===== src/rtl/core/rde_pkg.sv =====
// rde_pkg: shared widths, the digit step result struct and the quotient width helper
// used by radix_digit_emitter, rde_digit_step and rde_checker; depends on nothing

package rde_pkg;

   localparam int unsigned VALUE_BITS = 32;
   localparam int unsigned RADIX_BITS = 8;
   // a power may pass the value by up to one radix factor
   localparam int unsigned PW_BITS    = VALUE_BITS + RADIX_BITS;
   localparam int unsigned TRIAL_BITS = PW_BITS + RADIX_BITS;
   // one power per digit, at most VALUE_BITS + 1 digits
   localparam int unsigned POW_DEPTH  = VALUE_BITS + 1;
   localparam int unsigned IDX_BITS   = $clog2(POW_DEPTH);
   localparam int unsigned QSEL_BITS  = $clog2(RADIX_BITS);

   localparam logic [RADIX_BITS-1:0] RADIX_RESET = RADIX_BITS'(2);
   localparam logic [RADIX_BITS-1:0] RADIX_MIN   = RADIX_BITS'(2);

   // outcome of one compare-subtract step
   typedef struct packed {
      logic                  fit;
      logic [VALUE_BITS-1:0] rem;
   } step_type;

   // index of the top quotient bit a digit below the radix can need
   function automatic logic [QSEL_BITS-1:0] top_qbit(input logic [RADIX_BITS-1:0] max_digit);
      logic [QSEL_BITS-1:0] pos;
      pos = '0;
      for (int i = 0; i < RADIX_BITS; i++) begin
         if (max_digit[i]) begin
            pos = QSEL_BITS'(i);
         end
      end
      return pos;
   endfunction

endpackage


===== src/rtl/core/rde_digit_step.sv =====
// rde_digit_step: shared compare-subtract unit, tests the remainder against a shifted power
// depends on rde_pkg

module rde_digit_step (
   input  logic [rde_pkg::VALUE_BITS-1:0] rem,
   input  logic [rde_pkg::PW_BITS-1:0]    pw,
   input  logic [rde_pkg::QSEL_BITS-1:0]  shamt,
   output rde_pkg::step_type              result
);

   logic [rde_pkg::TRIAL_BITS-1:0] trial;
   logic [rde_pkg::TRIAL_BITS-1:0] rem_wide;

   assign trial    = {{rde_pkg::RADIX_BITS{1'b0}}, pw} << shamt;
   assign rem_wide = {{(rde_pkg::TRIAL_BITS - rde_pkg::VALUE_BITS){1'b0}}, rem};

   always_comb begin
      result.fit = (rem_wide >= trial);
      // trial fits in the remainder width whenever it is subtracted
      result.rem = result.fit ? (rem - trial[rde_pkg::VALUE_BITS-1:0]) : rem;
   end

endmodule


===== src/rtl/core/radix_digit_emitter.sv =====
// radix_digit_emitter: top level, converts an unsigned value to radix digits, msd first
// depends on rde_pkg and rde_digit_step
//
//   channel   direction   handshake              payload
//   req       in          req_valid/req_ready    req_value[31:0]
//   rsp       out         rsp_valid/rsp_ready    rsp_digit[7:0], rsp_last_digit
//   csr       in          csr_valid/csr_ready    csr_radix[7:0]
//
// one value at a time: req_ready is high only while no value is in work
// each value runs a power search over S + 1 powers, then per digit a memory read, b
//   quotient bits through the compare-subtract unit and one output transfer, where S is
//   the exponent of the starting power and b the bit width of radix - 1
// powers found in the search sit in a 33-entry memory and are read back downward
// a stalled rsp_ready holds the sequencer in its output state, digit held steady
// synchronous active-high reset: idle, no result pending, radix back to 2

module radix_digit_emitter (
   input  logic                           clock,
   input  logic                           reset,
   input  logic                           req_valid,
   output logic                           req_ready,
   input  logic [rde_pkg::VALUE_BITS-1:0] req_value,
   output logic                           rsp_valid,
   input  logic                           rsp_ready,
   output logic [rde_pkg::RADIX_BITS-1:0] rsp_digit,
   output logic                           rsp_last_digit,
   input  logic                           csr_valid,
   output logic                           csr_ready,
   input  logic [rde_pkg::RADIX_BITS-1:0] csr_radix
);

   // sequencer states
   localparam logic [2:0] ST_IDLE   = 3'd0;
   localparam logic [2:0] ST_SEARCH = 3'd1;
   localparam logic [2:0] ST_READ   = 3'd2;
   localparam logic [2:0] ST_DIGIT  = 3'd3;
   localparam logic [2:0] ST_EMIT   = 3'd4;

   localparam int unsigned PROD_BITS = rde_pkg::PW_BITS + rde_pkg::RADIX_BITS;

   logic [2:0]                           state_ff, state_in;
   logic [rde_pkg::RADIX_BITS-1:0]       radix_ff, radix_in;
   logic [rde_pkg::VALUE_BITS-1:0]       rem_ff, rem_in;
   logic [rde_pkg::PW_BITS-1:0]          pw_ff, pw_in;
   logic [rde_pkg::IDX_BITS-1:0]         idx_ff, idx_in;
   logic [rde_pkg::QSEL_BITS-1:0]        qbit_ff, qbit_in;
   logic [rde_pkg::RADIX_BITS-1:0]       dig_ff, dig_in;
   logic                                 rsp_valid_ff, rsp_valid_in;
   logic [rde_pkg::RADIX_BITS-1:0]       rsp_digit_ff, rsp_digit_in;
   logic                                 rsp_last_ff, rsp_last_in;
   logic [rde_pkg::PW_BITS-1:0]          pw_rd_ff;

   // power table, one entry per digit position
   logic [rde_pkg::PW_BITS-1:0]          pow_mem [rde_pkg::POW_DEPTH];

   logic [rde_pkg::RADIX_BITS-1:0]       radix_eff;
   logic [PROD_BITS-1:0]                 pw_prod;
   logic                                 pw_below;
   logic [rde_pkg::RADIX_BITS-1:0]       dig_next;
   rde_pkg::step_type                    step;

   // radix 0 and 1 run as radix 2
   assign radix_eff = (radix_ff < rde_pkg::RADIX_MIN) ? rde_pkg::RADIX_MIN : radix_ff;

   // next power up; the search stops before it can leave PW_BITS
   assign pw_prod  = {{rde_pkg::RADIX_BITS{1'b0}}, pw_ff}
                   * {{rde_pkg::PW_BITS{1'b0}}, radix_eff};
   assign pw_below = (pw_ff < {{rde_pkg::RADIX_BITS{1'b0}}, rem_ff});

   // shared compare-subtract unit, one quotient bit per cycle in the digit state
   rde_digit_step u_step (
      .rem    (rem_ff),
      .pw     (pw_rd_ff),
      .shamt  (qbit_ff),
      .result (step)
   );

   assign dig_next = dig_ff | (rde_pkg::RADIX_BITS'(step.fit) << qbit_ff);

   assign req_ready      = (state_ff == ST_IDLE);
   assign csr_ready      = 1'b1;
   assign rsp_valid      = rsp_valid_ff;
   assign rsp_digit      = rsp_digit_ff;
   assign rsp_last_digit = rsp_last_ff;

   always_comb begin
      state_in     = state_ff;
      radix_in     = radix_ff;
      rem_in       = rem_ff;
      pw_in        = pw_ff;
      idx_in       = idx_ff;
      qbit_in      = qbit_ff;
      dig_in       = dig_ff;
      rsp_valid_in = rsp_valid_ff;
      rsp_digit_in = rsp_digit_ff;
      rsp_last_in  = rsp_last_ff;

      // the user must keep config to arrive only while idle; the block itself does not enforce it
      if (csr_valid) begin
         radix_in = csr_radix;
      end

      case (state_ff)
         ST_IDLE: begin
            if (req_valid) begin
               rem_in   = req_value;
               pw_in    = rde_pkg::PW_BITS'(1);
               idx_in   = '0;
               state_in = ST_SEARCH;
            end
         end
         ST_SEARCH: begin
            // current power is stored this cycle at idx
            if (pw_below) begin
               pw_in  = pw_prod[rde_pkg::PW_BITS-1:0];
               idx_in = idx_ff + rde_pkg::IDX_BITS'(1);
            end else begin
               state_in = ST_READ;
            end
         end
         ST_READ: begin
            // power for this digit lands in pw_rd_ff at the edge
            qbit_in  = rde_pkg::top_qbit(radix_eff - rde_pkg::RADIX_BITS'(1));
            dig_in   = '0;
            state_in = ST_DIGIT;
         end
         ST_DIGIT: begin
            rem_in = step.rem;
            dig_in = dig_next;
            if (qbit_ff == '0) begin
               rsp_valid_in = 1'b1;
               rsp_digit_in = dig_next;
               rsp_last_in  = (idx_ff == '0);
               state_in     = ST_EMIT;
            end else begin
               qbit_in = qbit_ff - rde_pkg::QSEL_BITS'(1);
            end
         end
         ST_EMIT: begin
            if (rsp_ready) begin
               rsp_valid_in = 1'b0;
               if (rsp_last_ff) begin
                  state_in = ST_IDLE;
               end else begin
                  idx_in   = idx_ff - rde_pkg::IDX_BITS'(1);
                  state_in = ST_READ;
               end
            end
         end
         default: begin
            state_in     = ST_IDLE;
            rsp_valid_in = 1'b0;
         end
      endcase
   end

   // control state
   always_ff @(posedge clock) begin
      if (reset) begin
         state_ff     <= ST_IDLE;
         radix_ff     <= rde_pkg::RADIX_RESET;
         rsp_valid_ff <= 1'b0;
      end else begin
         state_ff     <= state_in;
         radix_ff     <= radix_in;
         rsp_valid_ff <= rsp_valid_in;
      end
   end

   // datapath, no reset needed
   always_ff @(posedge clock) begin
      rem_ff       <= rem_in;
      pw_ff        <= pw_in;
      idx_ff       <= idx_in;
      qbit_ff      <= qbit_in;
      dig_ff       <= dig_in;
      rsp_digit_ff <= rsp_digit_in;
      rsp_last_ff  <= rsp_last_in;
   end

   // power memory: written during the search, read back one digit at a time
   always_ff @(posedge clock) begin
      if (state_ff == ST_SEARCH) begin
         pow_mem[idx_ff] <= pw_ff;
      end
      pw_rd_ff <= pow_mem[idx_ff];
   end

endmodule


===== config.mk =====
export PLATFORM = sky130hd
export DESIGN_NAME = radix_digit_emitter
export DESIGN_NICKNAME = d
export VERILOG_FILES = /design/src/rtl/core/rde_pkg.sv /design/src/rtl/core/rde_digit_step.sv /design/src/rtl/core/radix_digit_emitter.sv
export SDC_FILE = /design/constraint.sdc
export NUM_CORES = 2
export LEC_CHECK = 0
export ABC_AREA = 1
export BUFFER_PORTS_ARGS = -buffer_cell sky130_fd_sc_hd__buf_2
export CAP_MARGIN = 20
export CORE_MARGIN = 3
export CORE_UTILIZATION = 60
export CTS_BUF_LIST = sky130_fd_sc_hd__clkbuf_8
export DETAILED_ROUTE_END_ITERATION = 8
export PLACE_DENSITY_LB_ADDON = 0.05
export SLEW_MARGIN = 20
export SYNTH_ARGS = -nofsm -noshare
export SYNTH_HDL_FRONTEND = slang
export SYNTH_HIERARCHICAL = 1
export SYNTH_SLANG_ARGS = --single-unit
export TNS_END_PERCENT = 50

===== constraint.sdc =====
create_clock -name clock -period 7.7 [get_ports clock]
set_input_delay 0.385 -clock clock [delete_from_list [all_inputs] [get_ports clock]]
set_output_delay 0.385 -clock clock [all_outputs]
set_load 0.03 [all_outputs]

==> flow_metrics.py <==
metrics = {
    "timing": {
        "setup_viol": 0,
        "slew_violations": 0,
        "slew_headroom": 0.266,
        "fmax_ghz": 0.164,
        "layout_min_cycle_time_ns": 6.10,
        "hold_viol": 0,
        "rsz0062_at_grt": "no",
        "worst_slew_pin_slew_ns": 1.10,
        "fin_crit_sh": 0.793,
        "setup_tns_ns": 0,
        "hold_slack_ns": 0.209,
        "fin_worst_skew_ns": 0.0607,
    },
    "clock_network": {
        "clk_latency_ns": 0.97,
        "clock-root-buffer": "clkbuf_8",
        "numClockSinks": 1470,
        "cts_setup_buffers": 0,
        "cts-buffers-inserted": 225,
        "cts_tree": "yes",
        "clk_path_buf_depth": 3,
        "path_clk_slew_ns": 0.06,
        "htreeDepth": 4,
    },
    "routing": {
        "drc": 0,
        "drtIter0Drc": 6273,
        "vias": 48600,
        "wirelength_microns": 209000,
        "detail-route-antenna-nets": 0,
        "via_per_inst": 5.91,
        "wl_per_cell_microns": 25.4,
        "drt_first_pass_iters": 6,
    },
    "power_and_ir_drop": {
        "power_leakage_uw": 0.0311,
        "pwr-share-seq": 0.380,
        "ir_worst_vdd_mv": 0.338,
        "switchingPower_uw": 11100,
        "pwr-share-clk": 0.221,
        "powerDensity_nw_per_um2": 354,
        "p_comb_frac": 0.399,
        "power.total_uw": 27000,
        "switching_share": 0.413,
        "internal_power_uw": 15900,
    },
    "die": {
        "die_h_microns": 346,
        "die_w_microns": 346,
        "io_pins": 57,
        "fp.dieArea_sq_um": 120000,
        "rows": 124,
        "start_util": 0.606,
        "core-area_sq_um": 115000,
    },
    "setup_path": {
        "worstSetupEndpointType": "flip-flop",
        "cp-start-kind": "flip-flop",
        "crit_path_start": "radix_ff[3]$_SDFFE_PP0P_",
        "cp_slowest_cell": "fa_1",
        "path_common_cell": "nand2_1",
        "path_class": "reg -> reg",
        "r2r_start": "radix_ff[3]$_SDFFE_PP0P_",
        "slowest_delay_ns": 0.55,
        "cp_max_fo": 39,
        "worstPathRequired_ns": 8.38,
        "critPathArrivalTime_ns": 6.79,
    },
    "synthesis": {
        "ys_ff_latch": 1470,
        "ys_warn_count": 6,
        "synth_common_cells": "nand2_1, edfxtp_1, inv_1",
        "async_flop_share": 0,
        "synth_area_leaders": "edfxtp_1, nand2_1, fa_1, inv_1, ha_1",
        "synth-edff-count": 1418,
        "syn-mean-instance-area_sq_um": 11.0,
        "synth_nets": 6696,
        "ys_seq_area_frac": 0.628,
        "synthesis.area_sq_um": 69400,
        "synthCells": 6327,
        "ys_types": 58,
        "synth_ff_type": "edfxtp_1",
        "synthDominantCellAreaShare": 0.613,
        "synth.most_common_cell": "nand2_1",
        "synth_area_leader_cell": "edfxtp_1",
    },
    "min_path": {
        "min_from": "reset",
        "hp-class": "in -> reg",
    },
    "global_routing": {
        "grt_pass1_vias": 47100,
        "track_usage": 0.350,
        "grt_antenna_before_repair": 7,
        "grt_max_degree": 85,
        "grt_pass1_wl_microns": 307000,
        "grt-ovfl-total": 0,
    },
    "placement": {
        "dp_hpwl_microns": 126000,
        "portBuffers": 55,
        "gp_congestion": 0.954,
    },
    "status": {
        "status": "completed",
    },
    "job": {
        "drv_cap": 0,
    },
    "cells_and_area": {
        "area_growth_pct": 9.87,
        "nets": 6911,
        "drive_gt1_frac": 0.0785,
    },
}
## cell type report
cell class / instances / area (sq um)
antenna: 2 / 5.00
tap: 1512 / 1890
timing repair buffer: 225 / 1740
fill: 8787 / 38200
clock inverter: 162 / 821
sequential: 1470 / 43600
inverter: 781 / 2970
clock buffer: 238 / 3280
multi-input combinational: 3839 / 21900
## state kept, by name, indices dropped and copies added (netlist names)
register        flops
state_ff            3
rsp_valid           1
rsp_digit           8
rsp_last_digit      1
pow_mem          1320
rem_ff             32
dig_ff              8
pw_rd_ff           40
pw_ff              40
radix_ff            8
qbit_ff             3
idx_ff              6
## cells by family after synthesis
group / Yosys count / share of synthesized area
and+or+nand+nor: 2797 / 0.165
xor gates and xnor gates: 24 / 0.00303
adders and majority gates: 324 / 0.0807
other: 1 / 0.0000540
DFF: 1470 / 0.628
AOI/OAI and AO/OA: 693 / 0.0634
buffers and inverters: 1018 / 0.0596
## power by group through the flow
stage / sequential [uW] / combinational (uW) / clock [uW]
2_1_floorplan: 10500 / 6630 / 0
3_3_place_gp: 10400 / 10500 / 0
3_5_place_dp: 10400 / 10600 / 0
4_1_cts: 10200 / 10600 / 6030
5_1_grt: 10300 / 11900 / 6390
6_report: 10300 / 10800 / 5970
## timing repair
item / CTS / global route
hold endpoints to repair: 44 / 0
hold buffers: 45 / 0
gates resized for setup: 0 / 0
## layer usage
layer,vias up,track usage,part of all wire
met1,23700,0.499,0.41
li1,21800,-,-
met5,-,0,0
met2,2710,0.540,0.45
met3,397,0.0698,0.10
met4,0,0.130,0.036
## worst paths after layout
path,depth (start not counted),slack [ns],endpoint
worst min register to register,2,0.43,pw_rd_ff[23]$_DFF_P_
worst max-delay path,26,1.60,pw_ff[33]$_SDFFCE_PN0P_
worst min-delay path,3,0.21,rsp_valid$_SDFFE_PP0P_
worst max register to register,26,1.60,pw_ff[33]$_SDFFCE_PN0P_
## per-stage QoR
step	setup WS (ns)	utilization	std cells	cell area [sq um]
2_1_floorplan	1.85	-	6327	69400
3_3_place_gp	1.76	0.625	7778	71600
3_5_place_dp	1.63	0.626	7782	71700
4_1_cts	1.65	0.666	8227	76300
5_1_grt	1.24	0.666	8229	76300
6_report	1.60	0.666	8229	76300
## layout by cell type, fill, tap and decap left out, types with 7 or more instances in the layout
cell | netlist | routed
nand4_1 | 195 | 195
clkbuf_8 | 0 | 238
dfxtp_1 | 52 | 52
o2111ai_1 | 20 | 20
buf_4 | 19 | 120
nor2_4 | 0 | 33
o21ai_1 | 9 | 9
edfxtp_1 | 1418 | 1418
nor2_1 | 365 | 332
nand3_1 | 161 | 161
inv_2 | 18 | 10
nand2_1 | 2006 | 2004
inv_6 | 0 | 13
clkinv_2 | 0 | 8
a22oi_1 | 145 | 145
a31oi_1 | 16 | 16
clkinv_1 | 3 | 46
buf_2 | 91 | 55
and3_1 | 8 | 8
dlygate4sd3_1 | 0 | 45
o21bai_1 | 7 | 7
a22o_1 | 41 | 41
a21boi_0 | 8 | 8
xor2_1 | 20 | 20
a221oi_1 | 33 | 33
nand3b_1 | 7 | 7
a21o_1 | 8 | 8
ha_1 | 118 | 118
fa_1 | 206 | 206
nor3_1 | 19 | 16
o21ai_0 | 167 | 167
inv_1 | 760 | 855
a21oi_1 | 200 | 200
a21boi_1 | 7 | 7
## worst max-delay path: cells and delay by family (launching register included)
kind            cells  cell delay [ns]
fa+ha+maj           4             1.90
buf+inv             7             1.57
simple gates       13             1.40
compound gates      2             0.67
flops               1             0.30
(Power assumes the default switching activity.)
